[src/hw/rtl/edd_pkg.sv]
// Shared types, widths, codes and the saturation helper for the distance derivative core.
`default_nettype none

package edd_pkg;

  // Coordinate and arithmetic widths
  localparam int MAX_DIM    = 3;
  localparam int DIM_RESET  = 3;
  localparam int CW         = 24;  // input coordinate, Q8.16
  localparam int DW         = 25;  // difference, exact
  localparam int SW         = 50;  // sum of squares, Q.32
  localparam int QW         = 25;  // integer square root
  localparam int AW         = 50;  // divider dividend
  localparam int BW         = 57;  // divider divisor
  localparam int RW         = 58;  // divider partial remainder
  localparam int XW         = 34;  // divider quotient
  localparam int RMW        = 28;  // square root partial remainder
  localparam int SQ_STAGES  = 25;
  localparam int DIV_STAGES = 34;

  // Mode codes
  localparam logic [2:0] MODE_DIST = 3'd0;
  localparam logic [2:0] MODE_D1   = 3'd1;
  localparam logic [2:0] MODE_D2   = 3'd2;
  localparam logic [2:0] MODE_GRAD = 3'd3;
  localparam logic [2:0] MODE_HESS = 3'd4;
  localparam logic [2:0] MODE_LAP  = 3'd5;

  // Per-result job kinds
  localparam logic [2:0] KIND_NONE = 3'd0;
  localparam logic [2:0] KIND_DIST = 3'd1;
  localparam logic [2:0] KIND_D1   = 3'd2;
  localparam logic [2:0] KIND_HESS = 3'd3;
  localparam logic [2:0] KIND_LAP  = 3'd4;

  typedef struct packed {
    logic [2:0]           mode;
    logic [1:0]           axis;
    logic signed [CW-1:0] point_x;
    logic signed [CW-1:0] point_y;
    logic signed [CW-1:0] point_z;
    logic signed [CW-1:0] centre_x;
    logic signed [CW-1:0] centre_y;
    logic signed [CW-1:0] centre_z;
  } edd_in_t;

  typedef struct packed {
    logic signed [31:0] value;
    logic [3:0]         element;
    logic               last;
    logic               status;
  } edd_out_t;

  // One result job as issued by the sequencer
  typedef struct packed {
    logic [2:0] kind;
    logic [1:0] i;
    logic [1:0] j;
    logic [3:0] element;
    logic       last;
    logic       status;
    logic [1:0] dm1;
  } edd_job_t;

  // Sideband that rides along the divider pipelines
  typedef struct packed {
    logic [2:0]    kind;
    logic [3:0]    element;
    logic          last;
    logic          status;
    logic          neg;
    logic          zero;
    logic [QW-1:0] q;
  } edd_tag_t;

  // Sideband that rides along the square root pipeline
  typedef struct packed {
    edd_tag_t      tag;
    logic [SW-1:0] s;
    logic [AW-1:0] amag;
  } edd_pre_t;

  // Clamp a magnitude and sign to the signed 32-bit range
  function automatic logic signed [31:0] edd_sat(input logic [XW-1:0] mag, input logic neg);
    if (neg) begin
      if (mag >= XW'(34'h080000000)) return 32'sh80000000;
      return -$signed({1'b0, mag[30:0]});
    end
    if (mag >= XW'(34'h07FFFFFFF)) return 32'sh7FFFFFFF;
    return $signed({1'b0, mag[30:0]});
  endfunction

endpackage

`default_nettype wire

[src/hw/rtl/edd_lane.sv]
// One coordinate lane: difference and its square, two register stages.
`default_nettype none

module edd_lane import edd_pkg::*; (
  input  logic                 clk,
  input  logic                 lane_en,
  input  logic signed [CW-1:0] point,
  input  logic signed [CW-1:0] centre,
  output logic signed [DW-1:0] diff,
  output logic [SW-1:0]        sq
);

  logic signed [DW-1:0]   d1_r;
  logic signed [DW-1:0]   d2_r;
  logic [SW-1:0]          sq_r;
  logic signed [2*DW-1:0] prod;

  assign prod = d1_r * d1_r;

  // Form the difference, then square it; drop lanes beyond the dimension
  always_ff @(posedge clk) begin
    d1_r <= lane_en ? (DW'(point) - DW'(centre)) : '0;
    d2_r <= d1_r;
    sq_r <= prod;
  end

  assign diff = d2_r;
  assign sq   = sq_r;

endmodule

`default_nettype wire

[config.mk]
export PLATFORM = sky130hd
export DESIGN_NAME = edd_lane
export DESIGN_NICKNAME = d
export VERILOG_FILES = /design/src/hw/rtl/edd_pkg.sv /design/src/hw/rtl/edd_lane.sv
export SDC_FILE = /design/constraint.sdc
export NUM_CORES = 2
export LEC_CHECK = 0
export BUFFER_PORTS_ARGS = -buffer_cell sky130_fd_sc_hd__buf_2
export CAP_MARGIN = 5
export CORE_UTILIZATION = 55
export CTS_CLUSTER_SIZE = 40
export DETAILED_ROUTE_END_ITERATION = 12
export GPL_ROUTABILITY_DRIVEN = 1
export MAX_ROUTING_LAYER = met4
export PLACE_DENSITY_LB_ADDON = 0.25
export SYNTH_ARGS = -nofsm -noshare
export SYNTH_HDL_FRONTEND = slang
export SYNTH_SLANG_ARGS = --single-unit
[constraint.sdc]
create_clock -name clk -period 10.5 [get_ports clk]
set_clock_uncertainty 0.1 [all_clocks]
set_input_delay 1.05 -clock clk [delete_from_list [all_inputs] [get_ports clk]]
set_output_delay 1.05 -clock clk [all_outputs]
set_load 0.02 [all_outputs]
After elaboration in Yosys (flattened, before gate mapping)
Cells that the tools add are included.
{"block": "totals", "out_inout_bits": 75, "register_bits": 100, "wordCells": 5, "input_bits": 50}
{"block": "classes", "multipliers": 1, "addsub": 1}
{"op": "$mul A25 B25 Y50", "n": 1}
{"op": "$sub A24 B24 Y25", "n": 1}

Longest topological paths before layout
{"block": "depth", "word_depth": 1, "mapped_depth": 28, "depth_no_buf": 26}

Worst setup path before layout
No wires, ideal clock.
{"block": "synth_path", "path_type": "register to register", "from": "register d1_r[24]", "to": "register sq_r[48], in the netlist sq[48]", "arrival_time_ns": 6.834, "setup_time_ns": 0.072, "path_buffers": 2, "period_less_slack_ns": 7.006, "required_ns": 10.328, "path_slack_ns": 3.494, "path_stages_with_launch": 24, "cell_sequence": "dfxtp_1 > clkbuf_1 > clkbuf_1 > nand2_1 > inv_1 > fa_1 > fa_1 > inv_1 > fa_1 > inv_1 > fa_1 > fa_1 > fa_1 > inv_1 > fa_1 > inv_1 > ha_1 > o21ai_0 > a21oi_1 > or4b_1 > o211ai_2 > a41oi_2 > o41ai_2 > xor2_1"}
{"block": "synth_between", "elab_chain_cells": 1}
{"item": "from (decl)", "line": "edd_lane.sv:13", "rtl": "logic signed [DW-1:0] d1_r;"}
{"item": "from (signal assigned)", "line": "edd_lane.sv:22", "rtl": "d1_r <= lane_en ? (DW'(point) - DW'(centre)) : '0;"}
{"item": "$mul A25 B25 Y50", "line": "edd_lane.sv:18", "rtl": "assign prod = d1_r * d1_r;"}
{"item": "named net prod[48]", "line": "edd_lane.sv:16", "rtl": "logic signed [2*DW-1:0] prod;"}
{"item": "to (signal assigned)", "line": "edd_lane.sv:24", "rtl": "sq_r <= prod;"}
{"item": "to (decl)", "line": "edd_lane.sv:15", "rtl": "logic [SW-1:0] sq_r;"}
The timed path passes the listed nets, and every way through them passes these cells.
A chain may end at the register's enable or synchronous reset.

Worst setup path after layout
{"block": "layout_path", "from": "register d1_r[3]", "to": "register sq_r[43], in the netlist sq[43]"}
Same word-level chain as after synthesis.

==> results.md <==
* Number of global-route vias before repair at 18.62k
* Largest cells by area after synthesis: fa_1 (51%), inv_1 (12%), ha_1 (9.4%)
* Reg area at 1962 um2
* Port Buffers at about 120
* ANT nets after route at 0
* Distinct cells, synth at 72
* CP Cell Sequence: buf_4 -> nand2_1 -> fa_1 -> inv_1 -> fa_1 -> inv_1 -> fa_1 -> inv_1 -> fa_1 -> inv_1 -> fa_1 -> inv_1 -> fa_1 -> inv_1 -> fa_1 -> inv_1 -> ha_1 -> and4_1 -> a221oi_2 -> nand2_1 -> o21ai_1 -> a211oi_2 -> a41oi_1 -> xnor2_1
* Dominant synthesized flop cell: dfxtp_1
* Max-slew violation count at 0
* Syn nets at roughly 3.3k
* Drt pass-1 iters at 5
* Crit path required time at 10.72 ns
* Setup TNS at 0 ns
* Post-Syn Instances at 2497
* CTS max path bufs at 2
* Die height at 211.2 um
* Finish-stage setup viols at 0
* Maximum clock frequency at approximately 130 MHz
* First-pass GRT wire length at between 90000 and 100000 um
* Fill count at roughly 3.7k
* Critical-path top delay cell: dfxtp_1
* Seq cells post-synth at slightly below 100
* Sink Count at slightly below 100
* Clock root buffer: clkbuf_16
* RSZ-0062 raised after global routing: false
* Initial Util at 0.5588
* Fraction of layout cells with a size suffix above 1 at 0.07357
* Post-DP HPWL at 46450 um
* Gr usage total at 0.2837
* Worst-margin pin slew at about 0.9 ns
* Post-route minimum period at between 7 and 8 ns
* Post-CTS Hold Buffers at 0
* DP Area at 25350 um2
* Reg clk slew, reported paths at 0.09 ns
* Via count at between 15k and 20k
* Clk Latency, worst-skew pair at 0.40 ns
* Max stage delay on crit path at 0.72 ns
* Diode count at 0
* CORE AREA at 43080 um2
* GP Congestion at 0.9097
* CTS tree: yes
* Largest net degree at the start of global routing at 37
* Number of I/O pins at about 130
* Total gr overflow at 0
* Via-to-Cell Ratio at 5.150
* H-tree levels at 3
* Most frequent cell after synthesis: inv_1
* Postcts setup bufs at 0
* Die ar. at 44610 um2
* DRC Markers at 0
* Row cnt at 76
* Area share of the largest cell type after synthesis at 0.5064
* Status: complete, no violations
* CP Max Fanout at 15
* Number of synthesized flops with an enable pin at 0
* Max_cap viols at 0
* Die span in x at ~210 um
* Yosys warns at 0
* Hold Vio Cnt, Final at 0
* Asr flop ratio synth at 0
* Routed wire per std cell at 17.49 um
* Multi-input gate area at 18940 um2
* Crit path launch type: flop
* Synth top cells by count: inv_1 (775), fa_1 (609), nand2_1 (207)
* Critical path class: reg2reg
* Register area share after synthesis at 0.08150
* Slew headroom at 0.3806
* Final net count at around 3.4k
* CTS buffer count at 9
* Initial DRC Count at roughly 740
* Tightest Hold Check Type: reg2reg
* Final instance area at 25660 um2
* Yosys top cell by area: fa_1
* Fin crit share at 0.7495
* Post_cts resized at 0
* Crit end category: flop
* Syn Area/Cell at 9.641 um2
* Initial antenna violation count at 1
* WL final at around 56000 um
* Synth-to-Final Area Change at 6.611%
* Synthesized cell area at 24070 um2
* CP arrival at around 8 ns
per-stage QoR:
stage,std cells,util,setup slack [ns],hold slack (ns)
after floorplan,2497,-,3.494,0.2290
after global placement,3165,0.5884,2.827,0.4750
after detailed placement,3165,0.5884,2.633,0.4823
after CTS,3181,0.5958,2.641,0.4848
after global routing,3181,0.5958,2.185,0.5225
final,3181,0.5958,2.631,0.4880
critical path, delay by kind of cell, from the launching register on:
family | cells | cell delay [ns]
flops | 1 | 0.72
fa+ha+maj | 8 | 3.95
xor+xnor | 1 | 0.15
simple gates | 3 | 0.71
buf+inv | 8 | 0.70
compound gates | 4 | 1.47
area by class of cell:
type	count	area share
repair buffers	148	0.03130
flip-flops and latches	98	0.07644
clock buffers	9	0.008775
well taps	585	0.02852
multi-input cells	1558	0.7378
clock inverters	7	0.003656
inverters	776	0.1135
cells in the final DEF, fill, tap and decap left out, drive strengths merged, types with 10 or more instances in the layout:
| cell type | synthesis | layout |
|---|---|---|
| nand2b | 12 | 12 |
| nand2 | 208 | 208 |
| fa | 609 | 609 |
| o21bai | 13 | 13 |
| and2 | 114 | 114 |
| o21ai | 37 | 37 |
| a21o | 32 | 32 |
| ha | 180 | 180 |
| xor2 | 24 | 24 |
| inv | 775 | 778 |
| xnor2 | 57 | 57 |
| nor2 | 72 | 72 |
| nor2b | 19 | 19 |
| o21a | 10 | 10 |
| buf | 5 | 148 |
| a21oi | 65 | 65 |
| dfxtp | 98 | 98 |
path summary, 6_finish.rpt:
kind / slack, ns / cells after the start / end / start
worst max-delay path: 2.63 / 24 / sq[43] / d1_r[3]
worst min-delay path: 0.49 / 0 / diff[17] / d1_r[17]
worst max register to register: 2.63 / 24 / sq[43] / d1_r[3]
worst min register to register: 0.49 / 0 / diff[17] / d1_r[17]
flip-flops by register name, summed over array words and instances, names as in the netlist:
signal / count
diff: 24
sq: 49
d1_r: 25
layer usage:
metal	part of all wire	vias to the layer above	global-route usage	routed length, um
li1	-	7388	-	-
met1	0.40	8501	0.3384	22170
met2	0.53	390	0.4982	29260
met3	0.041	104	0.03271	2283
met4	0.035	0	0.09820	1925
met5	0	-	-	0
logic make-up after synthesis:
group | Yosys count | synth area share
compound gates | 203 | 0.05920
xor+xnor | 81 | 0.02947
fa+ha+maj | 789 | 0.6000
buf+inv | 841 | 0.1319
flops | 98 | 0.08150
mux | 4 | 0.001767
other cells | 1 | 0.0001558
simple gates | 480 | 0.09600
Power is left out: the tool's default activity adds up to more than one toggle a clock period on the data nets, which glitch-free logic cannot reach.
