[src/hw/rtl/edd_pkg.sv]
// Shared types, widths, codes and the saturation helper for the distance derivative core.
`default_nettype none

package edd_pkg;

  // Coordinate and arithmetic widths
  localparam int MAX_DIM    = 3;
  localparam int DIM_RESET  = 3;
  localparam int CW         = 24;  // input coordinate, Q8.16
  localparam int DW         = 25;  // difference, exact
  localparam int SW         = 50;  // sum of squares, Q.32
  localparam int QW         = 25;  // integer square root
  localparam int AW         = 50;  // divider dividend
  localparam int BW         = 57;  // divider divisor
  localparam int RW         = 58;  // divider partial remainder
  localparam int XW         = 34;  // divider quotient
  localparam int RMW        = 28;  // square root partial remainder
  localparam int SQ_STAGES  = 25;
  localparam int DIV_STAGES = 34;

  // Mode codes
  localparam logic [2:0] MODE_DIST = 3'd0;
  localparam logic [2:0] MODE_D1   = 3'd1;
  localparam logic [2:0] MODE_D2   = 3'd2;
  localparam logic [2:0] MODE_GRAD = 3'd3;
  localparam logic [2:0] MODE_HESS = 3'd4;
  localparam logic [2:0] MODE_LAP  = 3'd5;

  // Per-result job kinds
  localparam logic [2:0] KIND_NONE = 3'd0;
  localparam logic [2:0] KIND_DIST = 3'd1;
  localparam logic [2:0] KIND_D1   = 3'd2;
  localparam logic [2:0] KIND_HESS = 3'd3;
  localparam logic [2:0] KIND_LAP  = 3'd4;

  typedef struct packed {
    logic [2:0]           mode;
    logic [1:0]           axis;
    logic signed [CW-1:0] point_x;
    logic signed [CW-1:0] point_y;
    logic signed [CW-1:0] point_z;
    logic signed [CW-1:0] centre_x;
    logic signed [CW-1:0] centre_y;
    logic signed [CW-1:0] centre_z;
  } edd_in_t;

  typedef struct packed {
    logic signed [31:0] value;
    logic [3:0]         element;
    logic               last;
    logic               status;
  } edd_out_t;

  // One result job as issued by the sequencer
  typedef struct packed {
    logic [2:0] kind;
    logic [1:0] i;
    logic [1:0] j;
    logic [3:0] element;
    logic       last;
    logic       status;
    logic [1:0] dm1;
  } edd_job_t;

  // Sideband that rides along the divider pipelines
  typedef struct packed {
    logic [2:0]    kind;
    logic [3:0]    element;
    logic          last;
    logic          status;
    logic          neg;
    logic          zero;
    logic [QW-1:0] q;
  } edd_tag_t;

  // Sideband that rides along the square root pipeline
  typedef struct packed {
    edd_tag_t      tag;
    logic [SW-1:0] s;
    logic [AW-1:0] amag;
  } edd_pre_t;

  // Clamp a magnitude and sign to the signed 32-bit range
  function automatic logic signed [31:0] edd_sat(input logic [XW-1:0] mag, input logic neg);
    if (neg) begin
      if (mag >= XW'(34'h080000000)) return 32'sh80000000;
      return -$signed({1'b0, mag[30:0]});
    end
    if (mag >= XW'(34'h07FFFFFFF)) return 32'sh7FFFFFFF;
    return $signed({1'b0, mag[30:0]});
  endfunction

endpackage

`default_nettype wire

[src/hw/rtl/edd_sqrt.sv]
// Pipelined integer square root, one result bit per stage.
`default_nettype none

module edd_sqrt import edd_pkg::*; (
  input  logic          clk,
  input  logic          rst_n,
  input  logic          in_valid,
  input  edd_pre_t      in_pre,
  output logic          out_valid,
  output logic [QW-1:0] out_root,
  output edd_pre_t      out_pre
);

  logic           v_r    [1:SQ_STAGES];
  logic [RMW-1:0] rem_r  [1:SQ_STAGES];
  logic [QW-1:0]  root_r [1:SQ_STAGES];
  edd_pre_t       pre_r  [1:SQ_STAGES];

  logic           src_v    [0:SQ_STAGES-1];
  logic [RMW-1:0] src_rem  [0:SQ_STAGES-1];
  logic [QW-1:0]  src_root [0:SQ_STAGES-1];
  edd_pre_t       src_pre  [0:SQ_STAGES-1];

  logic [RMW-1:0] rem2     [0:SQ_STAGES-1];
  logic [RMW-1:0] trial    [0:SQ_STAGES-1];
  logic           ge       [0:SQ_STAGES-1];
  logic [RMW-1:0] rem_nxt  [0:SQ_STAGES-1];
  logic [QW-1:0]  root_nxt [0:SQ_STAGES-1];

  // Feed each stage from the previous register or from the port
  always_comb begin
    src_v[0]    = in_valid;
    src_rem[0]  = '0;
    src_root[0] = '0;
    src_pre[0]  = in_pre;
    for (int t = 1; t < SQ_STAGES; t++) begin
      src_v[t]    = v_r[t];
      src_rem[t]  = rem_r[t];
      src_root[t] = root_r[t];
      src_pre[t]  = pre_r[t];
    end
  end

  // Bring down two radicand bits and try the next root bit
  always_comb begin
    for (int t = 0; t < SQ_STAGES; t++) begin
      rem2[t]     = {src_rem[t][RMW-3:0], src_pre[t].s[SW-2-2*t +: 2]};
      trial[t]    = {1'b0, src_root[t], 2'b01};
      ge[t]       = rem2[t] >= trial[t];
      rem_nxt[t]  = ge[t] ? (rem2[t] - trial[t]) : rem2[t];
      root_nxt[t] = {src_root[t][QW-2:0], ge[t]};
    end
  end

  always_ff @(posedge clk) begin
    if (!rst_n) begin
      for (int t = 1; t <= SQ_STAGES; t++) v_r[t] <= 1'b0;
    end else begin
      for (int t = 0; t < SQ_STAGES; t++) v_r[t+1] <= src_v[t];
    end
  end

  always_ff @(posedge clk) begin
    for (int t = 0; t < SQ_STAGES; t++) begin
      rem_r[t+1]  <= rem_nxt[t];
      root_r[t+1] <= root_nxt[t];
      pre_r[t+1]  <= src_pre[t];
    end
  end

  assign out_valid = v_r[SQ_STAGES];
  assign out_root  = root_r[SQ_STAGES];
  assign out_pre   = pre_r[SQ_STAGES];

endmodule

`default_nettype wire

[config.mk]
export PLATFORM = sky130hd
export DESIGN_NAME = edd_sqrt
export DESIGN_NICKNAME = d
export VERILOG_FILES = /design/src/hw/rtl/edd_pkg.sv /design/src/hw/rtl/edd_sqrt.sv
export SDC_FILE = /design/constraint.sdc
export NUM_CORES = 2
export LEC_CHECK = 0
export CAP_MARGIN = 20
export CORE_ASPECT_RATIO = 1.1
export CORE_MARGIN = 3
export CORE_UTILIZATION = 60
export DETAILED_ROUTE_END_ITERATION = 12
export DONT_BUFFER_PORTS = 1
export HOLD_SLACK_MARGIN = 0.1
export PLACE_DENSITY = 0.76
export SLEW_MARGIN = 40
export SYNTH_ARGS = -nofsm -noshare
export SYNTH_HDL_FRONTEND = slang
export SYNTH_MEMORY_MAX_BITS = 65536
export SYNTH_SLANG_ARGS = --single-unit
[constraint.sdc]
create_clock -name clk -period 4.9 [get_ports clk]
set_input_delay 0.245 -clock clk [delete_from_list [all_inputs] [get_ports clk]]
set_output_delay 0.245 -clock clk [all_outputs]
set_load 0.05 [all_outputs]
# After elaboration in Yosys (flattened, before gate mapping)
# Memories as Yosys holds them, arrays and structs flattened.
# Index checks and enable logic that the tools add are counted.
# word_totals
register_bits	0
mem_bits_rw	4750
inputBits	139
output_inout_bits	162
memories	4
# op_classes
add_sub_neg	25
n_lt_le_gt_ge	25
muxes	52
bitwise_logic	25
# memory_table
memory	depth	word_bits	rd	rd_ports_with_merged_regs	write_ports	line_no	text
pre_r	25	136	25	0	25	edd_sqrt.sv:17	edd_pre_t pre_r [1:SQ_STAGES];
rem_r	25	28	24	0	25	edd_sqrt.sv:15	logic [RMW-1:0] rem_r [1:SQ_STAGES];
root_r	25	25	25	0	25	edd_sqrt.sv:16	logic [QW-1:0] root_r [1:SQ_STAGES];
v_r	25	1	25	0	25	edd_sqrt.sv:14	logic v_r [1:SQ_STAGES];
# op_table
cell	count
28-bit 2-to-1 mux	25
28-bit by 27-bit greater-or-equal comparator with 1-bit output	24
28-bit by 27-bit subtractor with 28-bit output	24
1-bit 2-to-1 mux	27
1-bit bitwise OR	25
2-bit by 1-bit subtractor with 3-bit output (second input constant)	1
2-bit by 1-bit greater-or-equal comparator with 1-bit output (second input constant)	1

# Longest topological paths before layout
# An unclocked memory read counts as a cell.
# logic_depth
ltp_word	3
mapped_depth	14

# Least setup slack after synthesis
# Ideal clock, no wire load.
# synth_path
path_kind	reg-to-reg
startpoint	register, netlist name root_r[0][565]
endpoint	register, netlist name rem_r[0][657]
setup_ps	121
t_arrival_ps	2768
path_slack_ps	2011
stages_incl_launch_ff	13
synth_period_minus_slack_ps	2889
cell_sequence	dfxtp_1 > inv_1 > ha_1 > and2_1 > a2111oi_2 > o21ai_0 > a41oi_1 > o211ai_1 > o21a_1 > or3_1 > clkbuf_1 > buf_6 > mux2_2

==> impl_metrics.tcl <==
set metrics [dict create \
    grt_max_degree 43 \
    hold_viol 0 \
    pre_cts_slack_ns 1.41 \
    stdcell_area_mm2 0.130 \
    postCtsResizedCells 0 \
    routed_wl_um 202000 \
    ys_ff_latch 4339 \
    outcome "complete, no violations" \
    maxCapViolCount 0 \
    first_pass_iters 6 \
    end_kind "register" \
    path_clk_slew_ns 0.07 \
    ff2ff_path_depth 11 \
    synth_top_cells_by_count "4339 x dfxtp_1, 420 x inv_1, 391 x nand2_1" \
    rsz0062_at_grt "no" \
    ys_types 94 \
    hold_path_depth 0 \
    slowest_stage "nand2b_1" \
    yosysMostFrequentCell "dfxtp_1" \
    antenna_left 0 \
    gp_congestion 0.943 \
    drt_iter0_markers 2975 \
    p_per_area_mw_per_mm2 597 \
    grt_pass1_wl_um 316000 \
    p_leak_nw 58.0 \
    numCtsBuffers 386 \
    setup-tns-final_ns 0 \
    async_reset_ff_frac 0 \
    max_freq_ghz 0.272 \
    clock_latency_ns 0.98 \
    vias 56200 \
    p_switching_w 0.0183 \
    overflow 0 \
    crit_chain "inv_1 -> ha_1 -> nor2b_1 -> o21a_1 -> o21ai_0 -> a21oi_1 -> o41a_1 -> nand2b_1 -> nand3_1 -> nor4_1 -> xor2_1" \
    synthToLayoutAreaGrowth_pct 15.7 \
    viasPerCell 4.89 \
    htreeDepth 5 \
    cts.path.max_buffers 4 \
    worst_slack_ns 1.22 \
    crit_fanout 20 \
    postCtsSetupRepairBufs 0 \
    worst-path-stages 11 \
    routed.top_layer "met4" \
    synth_top_area_cell "dfxtp_1" \
    die_h_um 460 \
    cts_tree "built" \
    nets 9249 \
    cts.sinks 4339 \
    yosysWarnings 0 \
    critPathLaunchType "register" \
    fin_crit_ns 3.68 \
    numPortBuffers 0 \
    period_share 0.751 \
    min_path_type "register to register" \
    slew_headroom 0.430 \
    crit_arrival_ns 4.55 \
    io-pin-count 301 \
    root_buffer "clkbuf_16" \
    synth_edf_count 0 \
    core_region_area_mm2 0.186 \
    synth-main-ff-cell "dfxtp_1" \
    fp.dieArea_mm2 0.193 \
    grt_pass1_vias 59800 \
    setup_viol 0 \
    met3_length_um 7590 \
    dpl-instance-area_mm2 0.114 \
    crit_required_ns 5.77 \
    swShare 0.235 \
    p_comb_frac 0.077 \
    num_rows 166 \
    syn-num-nets 8796 \
    path_buf_inv 1 \
    route.detailed.drc 0 \
    path_class "register to register" \
    syn-cell-area_mm2 0.113 \
    clkPwrFrac 0.398 \
    synth_area_leaders "dfxtp_1 77%, ha_1 3.9%, xor2_1 1.9%" \
    synth_cells 8305 \
    synth.avg_cell_area_um2 13.6 \
    die_w_um 419 \
    final_max_slew_viol_count 0 \
    grt_use_total 0.208 \
    tightestPinTransition_ns 0.844 \
    start_util 0.604 \
    seq_area_frac_synth 0.772 \
    vdd_drop_max_v 0.000515 \
    post_drt_wl_per_cell_um 17.6 \
    wl_met1_um 74400 \
    p_int_w 0.0595 \
    fin_skew_ns 0.0676 \
    antenna_found_initial 7 \
    drive_gt1_frac 0.0816 \
    crit_family "simple AND/OR/NAND/NOR gates" \
    hpwlAfterDp_um 118000 \
    synth_top_area_share 0.772 \
    power_frac_seq 0.525 \
    critPathMaxStageDelay_ns 0.66 \
    wl_met2_um 112000 \
]
[sequential cells by signal (all words and copies together) (netlist names)]
name    flops
rem_r     589
root_r    325
v_r        25
pre_r    3400
[worst reg2reg max path, cell delays in order, from the launching register on]
cell and delay [ns]:
dfxtp_1 0.35, inv_1 0.06, ha_1 0.40, nor2b_1 0.21
o21a_1 0.17, o21ai_0 0.17, a21oi_1 0.32, o41a_1 0.26
nand2b_1 0.66, nand3_1 0.45, nor4_1 0.35, xor2_1 0.18
[layout make-up]
class                   count  area (um2)
clock inverters           140        1980
repair buffers            295        2910
well taps                2436        3050
clock buffers             544       11100
diodes                      1        2.50
inverters                 421        1590
multi-input cells        3315       22800
flip-flops and latches   4339       86900
fillers                 11900       56000
[layer usage]
layer / vias up / track usage
li1: 28200 / -
met1: 26400 / 0.210
met2: 1150 / 0.411
met3: 498 / 0.0386
met4: 0 / 0.0903
met5: - / 0
[stage by stage]
step | std cells | util | hold WS, ns | total power, W
after floorplan | 8305 | - | 0.273 | 0.0455
after global placement | 10500 | 0.614 | 0.273 | 0.0470
after detailed placement | 10500 | 0.614 | 0.273 | 0.0473
after CTS | 11500 | 0.699 | 0.235 | 0.0784
after global routing | 11500 | 0.699 | 0.289 | 0.0808
final | 11500 | 0.699 | 0.279 | 0.0778
[cells by family (layout without fill, tap and decap cells)]
| group | count (synthesis) | after routing | share of synthesized area |
|---|---|---|---|
| flops | 4339 | 4339 | 0.772 |
| simple gates | 1407 | 1407 | 0.0631 |
| xor+xnor | 478 | 478 | 0.0372 |
| mux | 51 | 51 | 0.00502 |
| fa+ha+maj | 352 | 352 | 0.0391 |
| buf+inv | 651 | 1400 | 0.0267 |
| other cells | 1 | 2 | 0.0000333 |
| compound gates | 1026 | 1026 | 0.0573 |
[placed cells by master, fill, tap and decap left out, types with 17 or more instances in the layout]
master            n
nand4_1          43
ha_1            352
nor4_1           70
clkbuf_1         76
o21ai_0         293
clkbuf_8         77
xor2_1          241
clkbuf_16       391
dfxtp_1        4339
or4_1            27
or2_2            25
or3_1            49
buf_4            19
nand3_1          83
dlygate4sd3_1   276
a211oi_1         29
bufinv_16        43
and2_1           32
inv_1           420
a31oi_1          31
nor2b_1          50
and3_1           34
nand3b_1         22
clkinv_2         57
nand2b_1         76
a21o_1          121
o21bai_1         17
nand2_1         390
o21a_1           81
nor3_1          144
xnor2_1         237
o211ai_1         20
a21oi_1         268
mux2_2           44
nor2_1          287
o31ai_1          26
[timing repair]
| action | CTS | global route |
|---|---|---|
| endpoints found under the hold margin | 164 | 0 |
| hold buffers | 276 | 0 |
| endpoints found under the setup margin | 0 | 0 |
[path summary, 6_finish.rpt]
check	start	endpoint	slack, ns
min reg2reg	pre_r[0][2562]$_DFF_P_	pre_r[0][2698]$_DFF_P_	0.28
max	root_r[0][200]$_DFF_P_	rem_r[0][273]$_DFF_P_	1.22
max reg2reg	root_r[0][200]$_DFF_P_	rem_r[0][273]$_DFF_P_	1.22
min	pre_r[0][2562]$_DFF_P_	pre_r[0][2698]$_DFF_P_	0.28
[power groups by stage]
stage | Sequential (W) | Clock, W | Combinational, W
floorplan | 0.0406 | 0 | 0.00488
global placement | 0.0414 | 0 | 0.00560
detailed placement | 0.0415 | 0 | 0.00573
CTS | 0.0409 | 0.0316 | 0.00598
global route | 0.0412 | 0.0329 | 0.00670
finish | 0.0408 | 0.0309 | 0.00601
Power figures use the tool's default switching activity.
